### src/rtl/soft_bounded_sigmoid_weight_update_macros.svh
// Assertion macros shared by the weight update RTL.
`ifndef SOFT_BOUNDED_SIGMOID_WEIGHT_UPDATE_MACROS_SVH
`define SOFT_BOUNDED_SIGMOID_WEIGHT_UPDATE_MACROS_SVH

// Same-cycle implication, sampled on aclk and disabled during reset.
`define SBSW_CHECK(lbl, ante, cons, msg) \
    lbl: assert property (@(posedge aclk) disable iff (!aresetn) (ante) |-> (cons)) \
        else $error(msg);

// Next-cycle implication, sampled on aclk and disabled during reset.
`define SBSW_CHECK_NEXT(lbl, ante, cons, msg) \
    lbl: assert property (@(posedge aclk) disable iff (!aresetn) (ante) |=> (cons)) \
        else $error(msg);

`endif

### src/rtl/sbsw_pkg.sv
// Shared types and constants for the soft-bounded sigmoid weight update.
`default_nettype none
package sbsw_pkg;
    localparam int FRAC_BITS = 16;
    localparam int DW_W      = 18;
    localparam int LW_W      = 17;
    localparam int EW_W      = 20;
    localparam int GW_W      = 18;
    localparam int SC_W      = 20;
    localparam int Q_W       = 31;
    localparam int DIV_STEP  = 4;

    localparam logic [LW_W-1:0] ONE_FX = 17'd1 << FRAC_BITS;
    localparam logic [Q_W-1:0]  Q_ONE  = 31'd1 << 30;

    typedef enum logic [0:0] {
        CFG_SOFT_BOUND    = 1'b0,
        CFG_CONTRAST_MODE = 1'b1
    } cfg_idx_t;

    // Per-word information that rides alongside the arithmetic.
    typedef struct packed {
        logic            zero;
        logic            ge;
        logic [LW_W-1:0] lwt_new;
        logic [LW_W-1:0] lwt_raw;
        logic [EW_W-1:0] wt;
        logic [SC_W-1:0] scale;
    } side_t;
endpackage
`default_nettype wire

### src/rtl/sbsw_div.sv
// Pipelined restoring divider, STEP_N quotient bits per stage (fewer in the last stage).
`default_nettype none
module sbsw_div import sbsw_pkg::*; #(
    parameter int DVS_W  = 17,
    parameter int QUO_W  = 31,
    parameter int STEP_N = 4,
    parameter int SIDE_W = 8
) (
    input  logic              aclk,
    input  logic              aresetn,
    input  logic              en,
    input  logic              in_valid,
    input  logic [DVS_W-1:0]  rem_i,
    input  logic [QUO_W-1:0]  dlow_i,
    input  logic [DVS_W-1:0]  dvs_i,
    input  logic [SIDE_W-1:0] side_i,
    output logic              out_valid,
    output logic [QUO_W-1:0]  quo_o,
    output logic [SIDE_W-1:0] side_o
);
    localparam int NSTG = (QUO_W + STEP_N - 1) / STEP_N;

    logic              vld_reg  [NSTG];
    logic [DVS_W-1:0]  rem_reg  [NSTG];
    logic [QUO_W-1:0]  dlow_reg [NSTG];
    logic [QUO_W-1:0]  quo_reg  [NSTG];
    logic [DVS_W-1:0]  dvs_reg  [NSTG];
    logic [SIDE_W-1:0] side_reg [NSTG];

    logic              vld_in  [NSTG];
    logic [DVS_W-1:0]  rem_in  [NSTG];
    logic [QUO_W-1:0]  dlow_in [NSTG];
    logic [QUO_W-1:0]  quo_in  [NSTG];
    logic [DVS_W-1:0]  dvs_in  [NSTG];
    logic [SIDE_W-1:0] side_in [NSTG];

    // Stage inputs come from the ports or the previous stage.
    assign vld_in[0]  = in_valid;
    assign rem_in[0]  = rem_i;
    assign dlow_in[0] = dlow_i;
    assign quo_in[0]  = '0;
    assign dvs_in[0]  = dvs_i;
    assign side_in[0] = side_i;

    for (genvar s = 1; s < NSTG; s++) begin : g_link
        assign vld_in[s]  = vld_reg[s-1];
        assign rem_in[s]  = rem_reg[s-1];
        assign dlow_in[s] = dlow_reg[s-1];
        assign quo_in[s]  = quo_reg[s-1];
        assign dvs_in[s]  = dvs_reg[s-1];
        assign side_in[s] = side_reg[s-1];
    end

    for (genvar s = 0; s < NSTG; s++) begin : g_stg
        localparam int LEFT = QUO_W - s * STEP_N;
        localparam int NS   = (LEFT < STEP_N) ? LEFT : STEP_N;

        logic [DVS_W:0]   t;
        logic [DVS_W-1:0] rem_c;
        logic [QUO_W-1:0] dl_c;
        logic [QUO_W-1:0] q_c;

        // Shift in one dividend bit per step and subtract when it fits.
        always_comb begin
            rem_c = rem_in[s];
            dl_c  = dlow_in[s];
            q_c   = quo_in[s];
            t     = '0;
            for (int k = 0; k < NS; k++) begin
                t    = {rem_c, dl_c[QUO_W-1]};
                dl_c = dl_c << 1;
                if (t >= {1'b0, dvs_in[s]}) begin
                    t   = t - {1'b0, dvs_in[s]};
                    q_c = {q_c[QUO_W-2:0], 1'b1};
                end else begin
                    q_c = {q_c[QUO_W-2:0], 1'b0};
                end
                rem_c = t[DVS_W-1:0];
            end
        end

        always_ff @(posedge aclk) begin
            if (!aresetn) begin
                vld_reg[s] <= 1'b0;
            end else if (en) begin
                vld_reg[s] <= vld_in[s];
            end
        end

        always_ff @(posedge aclk) begin
            if (en) begin
                rem_reg[s]  <= rem_c;
                dlow_reg[s] <= dl_c;
                quo_reg[s]  <= q_c;
                dvs_reg[s]  <= dvs_in[s];
                side_reg[s] <= side_in[s];
            end
        end
    end

    assign out_valid = vld_reg[NSTG-1];
    assign quo_o     = quo_reg[NSTG-1];
    assign side_o    = side_reg[NSTG-1];
endmodule
`default_nettype wire

### config.mk
export PLATFORM = sky130hd
export DESIGN_NAME = sbsw_div
export DESIGN_NICKNAME = d
export VERILOG_FILES = /design/src/rtl/soft_bounded_sigmoid_weight_update_macros.svh /design/src/rtl/sbsw_pkg.sv /design/src/rtl/sbsw_div.sv
export SDC_FILE = /design/constraint.sdc
export NUM_CORES = 2
export LEC_CHECK = 0
export ABC_AREA = 0
export BUFFER_PORTS_ARGS = -buffer_cell sky130_fd_sc_hd__buf_4
export CAP_MARGIN = 40
export CORE_MARGIN = 3
export CORE_UTILIZATION = 65
export CTS_BUF_LIST = sky130_fd_sc_hd__clkbuf_8
export DETAILED_ROUTE_END_ITERATION = 8
export GPL_TIMING_DRIVEN = 0
export PLACE_DENSITY_LB_ADDON = 0.08
export SLEW_MARGIN = 5
export SYNTH_ARGS = -nofsm -noshare
export SYNTH_HDL_FRONTEND = slang
export SYNTH_SLANG_ARGS = --single-unit
### constraint.sdc
create_clock -name aclk -period 12.8 [get_ports aclk]
set_input_delay 1.28 -clock aclk [delete_from_list [all_inputs] [get_ports aclk]]
set_output_delay 1.28 -clock aclk [all_outputs]
set_load 0.02 [all_outputs]
[Word level (Yosys, flattened, before mapping)]
Memory sizes are Yosys's and may differ from the RTL's.
Index checks and enable logic that the tools add are counted.
Cells by class
  add/subtract/negate cells: 31
  $lt $le $gt $ge: 31
  mux-type cells: 75
  bitwise gates (word level): 8
Operators by type and width (count)
  18-bit by 17-bit greater-or-equal comparator with 1-bit output: 31
  17-bit 2-to-1 mux: 31
  17-bit subtractor: 31
  1-bit 2-to-1 mux: 44
  1-bit bitwise OR: 8
Word-level totals
  flip-flop bits (word level): 0
  bits in writable memories: 816
  input port bits: 77
  output and inout bits: 40
  word-level logic and storage cells: 151
  memories kept: 6
Memory list
  quo_reg: depth 8, width 31, read ports 8, clocked after memory_dff 0, wr ports 8, RTL line sbsw_div.sv:26  | logic [QUO_W-1:0] quo_reg [NSTG];
  dlow_reg: depth 8, width 28, read ports 7, clocked after memory_dff 0, wr ports 8, RTL line sbsw_div.sv:25  | logic [QUO_W-1:0] dlow_reg [NSTG];
  dvs_reg: depth 8, width 17, read ports 7, clocked after memory_dff 0, wr ports 8, RTL line sbsw_div.sv:27  | logic [DVS_W-1:0] dvs_reg [NSTG];
  rem_reg: depth 8, width 17, read ports 7, clocked after memory_dff 0, wr ports 8, RTL line sbsw_div.sv:24  | logic [DVS_W-1:0] rem_reg [NSTG];
  side_reg: depth 8, width 8, read ports 8, clocked after memory_dff 0, wr ports 8, RTL line sbsw_div.sv:28  | logic [SIDE_W-1:0] side_reg [NSTG];
  vld_reg: depth 8, width 1, read ports 8, clocked after memory_dff 0, wr ports 8, RTL line sbsw_div.sv:23  | logic vld_reg [NSTG];

[Longest topological paths before layout]
An unclocked memory read counts as a cell.
  depth after elaboration: 9
  gate-level depth with buffers: 55
  gate-level depth less buffers: 49

[Worst setup path before layout]
No wires, ideal clock.
  path type: input to register
  from: input dlow_i[30]
  to: memory rem_reg[0][10] (data pin)
  library setup time: 0.260 ns
  data arrival time: 11.319 ns
  data required time: 12.540 ns
  slack: 1.221 ns
  stages on the path: 48
  path buffers: 6
  cells stage by stage: inv_1 -> ha_1 -> inv_1 -> fa_1 -> a211o_1 -> a21oi_1 -> o211ai_1 -> nand4_1 -> and3b_1 -> clkbuf_1 -> clkbuf_1 -> mux2_2 -> ha_1 -> o21a_1 -> o31a_1 -> o31a_1 -> nor4_1 -> nor2_1 -> (+12 left out) -> o31a_1 -> o21ai_0 -> nand3_2 -> buf_2 -> mux2i_1 -> fa_1 -> a21o_1 -> a21oi_1 -> o21ai_0 -> o41ai_1 -> o21a_1 -> a311oi_1 -> a21o_1 -> a21oi_1 -> o311ai_0 -> mux2i_4 -> buf_4 -> mux2_2
RTL lines
  from (decl): RTL line sbsw_div.sv:14  | input logic [QUO_W-1:0] dlow_i,
  to (decl): RTL line sbsw_div.sv:24

==> flow_summary.json <==
{
  "antenna_found_initial": 1,
  "io_buffers": 116,
  "worstSetupStartpoint": "dlow_i[30]",
  "pin_count": 117,
  "maxSlewViolCount": 0,
  "start_util": 0.6579,
  "synthTopCellsByArea": "edfxtp_1 (36%), ha_1 (14%), xnor2_1 (4.4%)",
  "endpoint_kind": "register",
  "slew_headroom": 0.4105,
  "hp-class": "reg -> reg",
  "crit_end": "rem_reg[0][14]",
  "cp-start-kind": "input pin",
  "reg2reg_depth": 45,
  "cts_buffers": 92,
  "drt-total-wl_mm": 113.9,
  "die_x_um": 272.7,
  "ys_ff_latch": 558,
  "mostFrequentLayoutCells": "edfxtp_1 (557), ha_1 (527), a21oi_1 (387), inv_1 (374), o21ai_0 (332)",
  "period_needed_ns": 12.17,
  "root_buffer": "clkbuf_8",
  "avgViaCountPerCell": 6.145,
  "nFillCells": 5243,
  "reg2reg_from": "dvs_reg[2][1]",
  "synth_ff_type": "edfxtp_1",
  "final_area_um2": 50850,
  "area_growth_syn_to_layout_pct": 9.987,
  "rows": 97,
  "setup_violations": 0,
  "syn_area_per_cell_um2": 9.762,
  "grt_max_degree": 130,
  "cts_hold_buf": 0,
  "criticalPathCategory": "in -> reg",
  "hpwlAfterDp_mm": 89.34,
  "async_flop_share": 0,
  "synth_area_um2": 46230,
  "path_max_fanout": 10,
  "required_ns": 13.24,
  "hold_violations": 0,
  "cap_violations": 0,
  "first_pass_iters": 5,
  "layout_commonest_cell": "edfxtp_1",
  "r2r-end": "rem_reg[3][8]",
  "syn_nets": 5370,
  "ys_seq_area_frac": 0.3622,
  "htree_levels": 3,
  "post-route-period-util": 0.9510,
  "overflow": 0,
  "status": "complete, no violations",
  "cp_common_cell": "a21oi_1",
  "finalClockSkew_ns": 0.05663,
  "first_global_vias": 34640,
  "grt_pass1_wl_mm": 178.7,
  "cts_tree": "done",
  "clockBufferDepth": 3,
  "drt_iter0_drc": 3064,
  "synth.largest_area_cell": "edfxtp_1",
  "grt_use_total": 0.2987,
  "post_drt_wl_per_cell_um": 18.98,
  "syn_inst": 4736,
  "route.detailed.drc": 0,
  "worstPathArrival_ns": 12.61,
  "largest_reg_flops": 143,
  "yosysWarnings": 0,
  "synth_cell_types": 92,
  "synth_top_area_share": 0.3618,
  "cp_slowest_cell": "fa_1",
  "detail-route-antenna-nets": 0,
  "fmax_mhz": 82.15,
  "die_y_um": 272.7,
  "clk_latency_ns": 0.73,
  "core_um2": 70270,
  "path_clk_slew_ns": 0.06,
  "cts.sinks": 558,
  "synth-edff-count": 557,
  "critPathMaxStageDelay_ns": 0.46,
  "tightest_slew_ns": 0.8843,
  "fp.dieArea_um2": 74360,
  "r2r_slack_ns": 0.66,
  "final_nets": 5627,
  "drive_gt1_frac": 0.1229,
  "via_count": 36900,
  "place.gp.congestion": 0.9602,
  "placed_area_um2": 48410
}
==> cell type report <==
| type | instances | area [µm²] | area share |
|---|---|---|---|
| Antenna cell | 1 | 2.502 | 0.00004921 |
| Buffer | 77 | 375.4 | 0.007382 |
| Clock buffer | 93 | 1280 | 0.02517 |
| Clock inverter | 71 | 584.3 | 0.01149 |
| Inverter | 354 | 1334 | 0.02623 |
| Multi-Input combinational cell | 3743 | 28010 | 0.5509 |
| Sequential cell | 558 | 16750 | 0.3293 |
| Tap cell | 940 | 1176 | 0.02313 |
| Timing Repair Buffer | 167 | 1336 | 0.02628 |
==> routing by layer <==
metal	GRT usage	share of wire
met2	0.5093	0.48
met3	0.02906	0.055
met5	0	0
met4	0.1203	0.039
met1	0.3923	0.43
==> cell families after synthesis <==
logic type	share of synthesized area
multiplexers	0.05789
AO/OA/AOI/OAI	0.1877
AND/OR/NAND/NOR	0.1268
flip-flops	0.3622
adder cells (fa/ha/maj)	0.1556
buffers and inverters	0.03627
XOR/XNOR	0.07350
==> worst min path at each step <==
stage | cells past startpoint | startpoint | endpoint | slack [ns]
after CTS | 0 | quo_reg[1][78] | quo_reg[1][112] | 0.41
final | 0 | dlow_reg[1][15] | dlow_reg[2][19] | 0.39
after global placement | 0 | side_reg[0][28] | side_reg[1][4] | 0.40
after floorplan | 0 | dlow_reg[0][6] | dlow_reg[1][10] | 0.40
after global routing | 0 | dlow_reg[1][15] | dlow_reg[2][19] | 0.41
after detailed placement | 0 | dlow_reg[0][5] | dlow_reg[1][9] | 0.40
==> what timing repair did <==
item | in CTS | in global routing
resized for setup | 25 | 76
cloned | 0 | 0
pin swaps | 2 | 9
setup endpoints to repair | 96 | 126
setup buffers | 10 | 35
hold endpoints to repair | 0 | 0
==> synth_stat cells (all sizes together), types with 30 or more instances <==
cell,count
or3,36
o21ai,343
xor2,156
nand4,76
a21oi,394
mux2,177
a31oi,32
edfxtp,557
nand2,329
ha,527
o211ai,30
o21bai,36
o21a,70
nor3,98
and3,35
a21o,134
clkbuf,53
nand3,89
mux2i,64
nor2,290
fa,30
nor2b,78
nand2b,74
inv,353
xnor2,232
==> critical path: cells and delay by family <==
family / cells / cell delay (ns)
AOI/OAI and AO/OA: 23 / 5.29
adders and majority gates: 5 / 1.70
buffers and inverters: 7 / 1.30
muxes: 5 / 1.60
and+or+nand+nor: 7 / 1.41
==> through the flow <==
step | setup TNS (ns) | utilization | instances | hold slack, ns | setup WS, ns
after floorplan | 0 | - | 4736 | 0.4003 | 1.221
after CTS | 0 | 0.7174 | 5970 | 0.4068 | 0.004489
after detailed placement | -63.38 | 0.6889 | 5798 | 0.4045 | -1.686
after global routing | -1.816 | 0.7236 | 6004 | 0.4088 | -0.1253
final | 0 | 0.7236 | 6004 | 0.3919 | 0.6274
after global placement | -60.54 | 0.6870 | 5792 | 0.4003 | -1.593
Power is left out: the tool's default activity adds up to more than one toggle a clock period on the data nets, which glitch-free logic cannot reach.
