==> config.mk <==
export PLATFORM = sky130hd
export DESIGN_NAME = sbsw_front
export DESIGN_NICKNAME = d
export VERILOG_FILES = /design/src/rtl/soft_bounded_sigmoid_weight_update_macros.svh /design/src/rtl/sbsw_pkg.sv /design/src/rtl/sbsw_front.sv
export SDC_FILE = /design/constraint.sdc
export NUM_CORES = 2
export LEC_CHECK = 0
export BUFFER_PORTS_ARGS = -buffer_cell sky130_fd_sc_hd__buf_2
export CAP_MARGIN = 10
export CORE_MARGIN = 4
export CORE_UTILIZATION = 30
export CTS_BUF_LIST = sky130_fd_sc_hd__clkbuf_16
export DETAILED_ROUTE_END_ITERATION = 8
export PLACE_DENSITY = 0.44
export SLEW_MARGIN = 30
export SYNTH_ARGS = -nofsm -noshare
export SYNTH_HDL_FRONTEND = slang
export SYNTH_SLANG_ARGS = --single-unit
==> constraint.sdc <==
create_clock -name aclk -period 10.9 [get_ports aclk]
set_clock_uncertainty 0.05 [all_clocks]
set_input_delay 0.545 -clock aclk [delete_from_list [all_inputs] [get_ports aclk]]
set_output_delay 0.545 -clock aclk [all_outputs]
set_load 0.02 [all_outputs]
==> src/rtl/soft_bounded_sigmoid_weight_update_macros.svh <==
// Assertion macros shared by the weight update RTL.
`ifndef SOFT_BOUNDED_SIGMOID_WEIGHT_UPDATE_MACROS_SVH
`define SOFT_BOUNDED_SIGMOID_WEIGHT_UPDATE_MACROS_SVH

// Same-cycle implication, sampled on aclk and disabled during reset.
`define SBSW_CHECK(lbl, ante, cons, msg) \
    lbl: assert property (@(posedge aclk) disable iff (!aresetn) (ante) |-> (cons)) \
        else $error(msg);

// Next-cycle implication, sampled on aclk and disabled during reset.
`define SBSW_CHECK_NEXT(lbl, ante, cons, msg) \
    lbl: assert property (@(posedge aclk) disable iff (!aresetn) (ante) |=> (cons)) \
        else $error(msg);

`endif

==> src/rtl/sbsw_pkg.sv <==
// Shared types and constants for the soft-bounded sigmoid weight update.
`default_nettype none
package sbsw_pkg;
    localparam int FRAC_BITS = 16;
    localparam int DW_W      = 18;
    localparam int LW_W      = 17;
    localparam int EW_W      = 20;
    localparam int GW_W      = 18;
    localparam int SC_W      = 20;
    localparam int Q_W       = 31;
    localparam int DIV_STEP  = 4;

    localparam logic [LW_W-1:0] ONE_FX = 17'd1 << FRAC_BITS;
    localparam logic [Q_W-1:0]  Q_ONE  = 31'd1 << 30;

    typedef enum logic [0:0] {
        CFG_SOFT_BOUND    = 1'b0,
        CFG_CONTRAST_MODE = 1'b1
    } cfg_idx_t;

    // Per-word information that rides alongside the arithmetic.
    typedef struct packed {
        logic            zero;
        logic            ge;
        logic [LW_W-1:0] lwt_new;
        logic [LW_W-1:0] lwt_raw;
        logic [EW_W-1:0] wt;
        logic [SC_W-1:0] scale;
    } side_t;
endpackage
`default_nettype wire

==> src/rtl/sbsw_front.sv <==
// Front pipeline: gain-scaled step, soft-bounded when enabled, and clipped linear weight update.
`default_nettype none
module sbsw_front import sbsw_pkg::*; (
    input  logic                   aclk,
    input  logic                   aresetn,
    input  logic                   en,
    input  logic                   in_valid,
    input  logic signed [DW_W-1:0] delta_weight,
    input  logic [LW_W-1:0]        linear_weight,
    input  logic [EW_W-1:0]        effective_weight,
    input  logic [GW_W-1:0]        increase_gain,
    input  logic [GW_W-1:0]        decrease_gain,
    input  logic [SC_W-1:0]        weight_scale,
    input  logic                   soft_bound,
    output logic                   out_valid,
    output side_t                  out_side
);
    logic [DW_W-1:0] du;
    logic            neg;
    logic [DW_W-1:0] mag;
    logic [GW_W-1:0] gain;
    logic [LW_W-1:0] lwt_sat;
    logic [LW_W-1:0] bound;
    side_t           sd0;

    logic            v1_reg, v2_reg, v3_reg, v4_reg;
    logic            neg1_reg, neg2_reg, neg3_reg;
    logic [35:0]     p1_reg;
    logic [LW_W-1:0] bound1_reg;
    logic [34:0]     pl2_reg, ph2_reg;
    logic [18:0]     ns2_reg;
    logic [18:0]     step3_reg;
    logic [52:0]     full3;
    side_t           sd1_reg, sd2_reg, sd3_reg, sd4_reg;
    side_t           sd4_next;
    logic [LW_W-1:0] lwt4_next;
    logic [19:0]     sum4;

    // Decode the incoming word: sign, magnitude, gain and bound.
    always_comb begin
        du      = delta_weight;
        neg     = du[DW_W-1];
        mag     = neg ? (~du + 18'd1) : du;
        gain    = neg ? decrease_gain : increase_gain;
        lwt_sat = (linear_weight > ONE_FX) ? ONE_FX : linear_weight;
        bound   = neg ? lwt_sat : (ONE_FX - lwt_sat);
        sd0.zero    = (du == '0);
        sd0.ge      = 1'b0;
        sd0.lwt_new = lwt_sat;
        sd0.lwt_raw = linear_weight;
        sd0.wt      = effective_weight;
        sd0.scale   = weight_scale;
    end

    // Valid bits advance with the pipeline enable.
    always_ff @(posedge aclk) begin
        if (!aresetn) begin
            v1_reg <= 1'b0;
            v2_reg <= 1'b0;
            v3_reg <= 1'b0;
            v4_reg <= 1'b0;
        end else if (en) begin
            v1_reg <= in_valid;
            v2_reg <= v1_reg;
            v3_reg <= v2_reg;
            v4_reg <= v3_reg;
        end
    end

    // Combine the two partial products of the soft-bounded step.
    assign full3 = {ph2_reg, 18'b0} + 53'(pl2_reg);

    // Add or subtract the step and clip to the unit range.
    always_comb begin
        sum4 = 20'(sd3_reg.lwt_new) + 20'(step3_reg);
        if (neg3_reg) begin
            if (step3_reg >= 19'(sd3_reg.lwt_new)) begin
                lwt4_next = '0;
            end else begin
                lwt4_next = 17'(19'(sd3_reg.lwt_new) - step3_reg);
            end
        end else begin
            lwt4_next = (sum4 > 20'(ONE_FX)) ? ONE_FX : sum4[LW_W-1:0];
        end
    end

    // The side word of the last stage carries the new linear weight.
    always_comb begin
        sd4_next         = sd3_reg;
        sd4_next.lwt_new = lwt4_next;
    end

    // Datapath registers: gain product, bound products, step, new weight.
    always_ff @(posedge aclk) begin
        if (en) begin
            p1_reg     <= mag * gain;
            bound1_reg <= bound;
            neg1_reg   <= neg;
            sd1_reg    <= sd0;

            pl2_reg  <= p1_reg[17:0] * bound1_reg;
            ph2_reg  <= p1_reg[35:18] * bound1_reg;
            ns2_reg  <= p1_reg[34:16];
            neg2_reg <= neg1_reg;
            sd2_reg  <= sd1_reg;

            step3_reg <= soft_bound ? full3[50:32] : ns2_reg;
            neg3_reg  <= neg2_reg;
            sd3_reg   <= sd2_reg;

            sd4_reg <= sd4_next;
        end
    end

    assign out_valid = v4_reg;
    assign out_side  = sd4_reg;
endmodule
`default_nettype wire

# == Yosys cells after proc, flatten, opt, wreduce, memory -nomap -nowiden ==
# Index checks and enable logic that the tools add are counted.
# op_classes
add_sub_neg,5
mux,8
n_reduce_logical,1
multipliers,3
n_lt_le_gt_ge,3
bitwise_logic,1
# ops
cell,n
2-to-1 mux 17 bit,5
adder 51 x 35 -> 51 bit,1
multiplier 18 x 18 -> 36 bit,1
2-to-1 mux 18 bit,2
multiplier 18 x 17 -> 35 bit,1
multiplier 18 x 17 -> 33 bit,1
adder 17 x 19 -> 20 bit,1
"greater-than comparator 20 x 17 -> 1 bit, second input constant",1
>= comparator 19 x 17 -> 1 bit,1
2-to-1 mux 19 bit,1
"adder 18 x 1 -> 18 bit, second input constant",1
logical NOT 18 bit,1
inverter 18 bit,1
"greater-than comparator 17 bit, second input constant",1
subtractor 17 bit,1
"subtractor 17 bit, first input constant",1
# word_totals
reg_bits,466
inputBits,116
output_inout_bits,77

# == Longest topological paths before layout ==
# depth
ltp_word,4
depth_mapped,31
mapped_depth_nobuf,29

# == Worst setup path before layout ==
# No wires, ideal clock.
# synth_path
path_type,input port to flip-flop
from,in delta_weight[0]
to,"reg p1_reg[35], data pin"
cell_stages,28
setup_slack_ps,2728
setup_ps,258
arrival_ps,7864
path_cell_list,inv_1 buf_1 ha_1 nand3b_1 or3_1 o41ai_1 xnor2_1 clkbuf_1 nand2_1 fa_1 fa_1 inv_1 fa_1 fa_1 fa_1 inv_1 fa_1 inv_1 ha_1 a21oi_1 o21ai_0 a22o_1 a31o_2 or4_1 a311oi_1 a21oi_1 nor2_1 xnor2_1
# synth_between
elab_chain_cells,4
# synth_rtl
item,line_no,source
"start, declared",sbsw_front.sv:8,"input logic signed [DW_W-1:0] delta_weight,"
inverter 18 bit,sbsw_front.sv:43,mag = neg ? (~du + 18'd1) : du;
adder 18 x 1 -> 18 bit,sbsw_front.sv:43,
2-to-1 mux 18 bit *,sbsw_front.sv:43,
multiplier 18 x 18 -> 36 bit *,sbsw_front.sv:96,p1_reg <= mag * gain;
"end signal, assigned",sbsw_front.sv:96,
"end, declared",sbsw_front.sv:28,logic [35:0] p1_reg;
# Every way passes the cells marked *; elsewhere a longest branch is shown, timed or not.
# A chain may end at the register's enable or synchronous reset.

# == Worst setup path in the final report ==
# Same ends and word-level chain as after synthesis.

==> flow_summary.yaml <==
detailed_routing:
  route.detailed.drc: 0
  routed_wl_mm: 124
  route.detailed.wl_per_inst_um: 18.1
  first_pass_iters: 7
  detail_route.iter0.violations: 1567
  route.detailed.vias_per_inst: 4.56
  vias: 31146
  drtAntennaViolNets: 0
synthesis:
  yosys.cell_count.top_type: "sky130_fd_sc_hd__inv_1"
  synth.distinct_cells: 81
  synth_top_flop_cell: "sky130_fd_sc_hd__edfxtp_1"
  yosysTopAreaCell: "sky130_fd_sc_hd__fa_1"
  sequential_area_share_after_synthesis_pct: 28.2
  ff_latch_count_synth: 447
  net_count_of_the_mapped_netlist: 5785
  async_reset_ff_share_pct: 0
  syn-instance-count: 4553
  ys_top_cells_by_count: "sky130_fd_sc_hd__inv_1 (945), sky130_fd_sc_hd__fa_1 (733), sky130_fd_sc_hd__nand2_1 (597), sky130_fd_sc_hd__edfxtp_1 (443), sky130_fd_sc_hd__ha_1 (383)"
  netlist_top_cells_area: "sky130_fd_sc_hd__fa_1 (31%), sky130_fd_sc_hd__edfxtp_1 (28%), sky130_fd_sc_hd__ha_1 (10%)"
  synthDominantCellAreaShare_pct: 31.0
  mappedNetlistArea_um2: 47400
  postSynthAreaPerCell_um2: 10.4
  yosys_warnings: 0
  edff_count_synth: 443
setup_path:
  crit_start: "delta_weight[0]"
  worstSetupEndpointType: "register"
  setup.reg_to_reg.worst_slack_ps: 3120
  worst_path_most_repeated_cell: "sky130_fd_sc_hd__fa_1"
  crit_arrival_ps: 9060
  criticalPathCategory: "input pin to register"
  r2r_depth: 24
  critPathRequiredTime_ps: 11210
  worstSetupEndpoint: "p1_reg[35]"
  timing.critical_path.from_type: "input pin"
  crit_slowest_cell: "sky130_fd_sc_hd__xor2_1"
  critical_path.max_fanout: 15
  crit_path_max_incr_delay_ps: 620
  regToRegEndpoint: "pl2_reg[33]"
  worstReg2RegStart: "bound1_reg[8]"
status:
  status: "finished clean"
sta:
  report.final.setup_viol: 0
  timing_worst_slew_pin_value_ps: 988
  rsz0062_at_grt: "false"
  achievable_clock_frequency_mhz: 114
  slew_headroom_pct: 32.8
  period_share_pct: 80.3
  timing.final.max_slew_violations: 0
  finalSetupTns_ps: 0
  final_period_minus_worst_setup_slack_ps: 8750
  hold_violations: 0
  holdWs_ps: 53.2
  fin_ws_ps: 2150
finish:
  finalNetCount: 5956
  syn2layout_area_growth_pct: 11.7
  layout-drive-gt1-share_pct: 8.85
clock_tree:
  clock_tree.buffer_depth: 3
  clock_tree.htree_level_count: 2
  cts_tree: "yes"
  clock_insertion_delay_worst_skew_ps: 640
  clk_transition_reported_paths_ps: 60
  cts_inserted_buffers: 53
  cts-resized-gates: 0
  cts.sink_count: 447
  clockRootBuffer: "sky130_fd_sc_hd__clkbuf_16"
floorplan:
  dieArea_um2: 164000
  rows: 145
  placeableCoreArea_um2: 157000
  dieHeight_um: 405
  ioPinCount: 193
  die-width_um: 405
  initial_utilization_pct: 30.3
worst_hold_path:
  min-delay-start: "weight_scale[3]"
  hold_class: "input pin to register"
placement:
  dp_hpwl_mm: 93.4
  place.gp.congestion: 0.834
  place_worst_setup_slack_ps: 1630
  place.port_buffers: 191
global_routing:
  grt_pass1_wl_mm: 196
  antenna_found_initial: 10
  vias_in_the_first_global_route: 33331
  globalRoute.totalOverflow: 0
  track_usage_pct: 15.3
  largest_net_degree_at_the_start_of_global_routing: 149
run:
  max_cap_viol_count: 0
==> logic make-up (layout without fill, tap and decap cells) <==
logic type / count (synthesis) / count (layout) / share of synthesized area (%)
flip-flops: 447 / 447 / 28.2
multiplexers: 41 / 41 / 0.924
AO/OA/AOI/OAI: 381 / 381 / 5.53
XOR/XNOR: 140 / 140 / 2.59
other: 1 / 2 / 0.00791
AND/OR/NAND/NOR: 1309 / 1309 / 12.7
adder cells (fa/ha/maj): 1116 / 1116 / 41.1
buffers and inverters: 1118 / 1333 / 8.93
==> routing by layer <==
layer  part of all wire [%]  global-route usage [%]  up-vias
met2                     47                    25.3      673
met3                    4.6                    2.02      148
met4                    2.2                    3.46        0
met5                      0                       0        -
met1                     46                    21.5    15775
li1                       -                       -    14550
==> critical path, delay by kind of cell <==
| kind | cells | cell delay (ps) |
|---|---|---|
| and+or+nand+nor | 5 | 1340 |
| adders and majority gates | 8 | 3620 |
| xor gates and xnor gates | 2 | 700 |
| AOI/OAI and AO/OA | 8 | 1990 |
| buffers and inverters | 6 | 840 |
==> repair_timing <==
item                                   4_1_cts  5_1_grt
hold buffers                                23        0
setup endpoints to repair                    0        0
setup buffers                                0        0
endpoints found under the hold margin       23        0
==> stage by stage <==
| stage | cell area [um^2] | utilization (%) | cells |
|---|---|---|---|
| after global placement | 50800 | 32.5 | 6702 |
| after detailed placement | 50900 | 32.5 | 6703 |
| final | 52900 | 33.8 | 6827 |
| after global routing | 52900 | 33.8 | 6826 |
| after CTS | 52900 | 33.8 | 6825 |
| after floorplan | 47400 | - | 4553 |
==> layout by cell type, fill, tap and decap left out, types with 13 or more instances in the layout <==
cell type / count
sky130_fd_sc_hd__dlygate4sd3_1: 23
sky130_fd_sc_hd__nand3_1: 30
sky130_fd_sc_hd__xor2_1: 28
sky130_fd_sc_hd__edfxtp_1: 443
sky130_fd_sc_hd__nand2_1: 597
sky130_fd_sc_hd__clkbuf_16: 53
sky130_fd_sc_hd__inv_1: 953
sky130_fd_sc_hd__a21o_1: 36
sky130_fd_sc_hd__and2_1: 236
sky130_fd_sc_hd__fa_1: 733
sky130_fd_sc_hd__buf_4: 69
sky130_fd_sc_hd__o21ai_0: 64
sky130_fd_sc_hd__nand2b_1: 23
sky130_fd_sc_hd__ha_1: 383
sky130_fd_sc_hd__a21oi_1: 107
sky130_fd_sc_hd__xnor2_1: 101
sky130_fd_sc_hd__nor2_1: 274
sky130_fd_sc_hd__o211ai_1: 13
sky130_fd_sc_hd__nor2b_1: 34
sky130_fd_sc_hd__mux2_2: 22
sky130_fd_sc_hd__nor3_1: 28
sky130_fd_sc_hd__or3_1: 17
sky130_fd_sc_hd__o21a_1: 28
sky130_fd_sc_hd__and3_1: 16
sky130_fd_sc_hd__buf_2: 189
==> how the worst min path moves through the flow <==
| stage | end | slack, ps | depth (start not counted) |
|---|---|---|---|
| finish | sd1_reg[3] | 50 | 1 |
| CTS | sd1_reg[8] | 0.2 | 1 |
| floorplan | neg2_reg | 350 | 0 |
| detailed placement | out_side[22] | 350 | 0 |
| global route | sd1_reg[3] | 8 | 1 |
| global placement | sd3_reg[28] | 350 | 0 |
==> layout make-up <==
class,count,area (um^2)
Antenna cell,1,2.50
Clock buffer,53,1330
Clock inverter,46,417
Fill cell,15956,104000
Inverter,946,3550
Multi-Input combinational cell,2988,29900
Sequential cell,447,13400
Tap cell,2058,2570
Timing Repair Buffer,288,1790
Power is left out: the tool's default activity adds up to more than one toggle a clock period on the data nets, which glitch-free logic cannot reach.
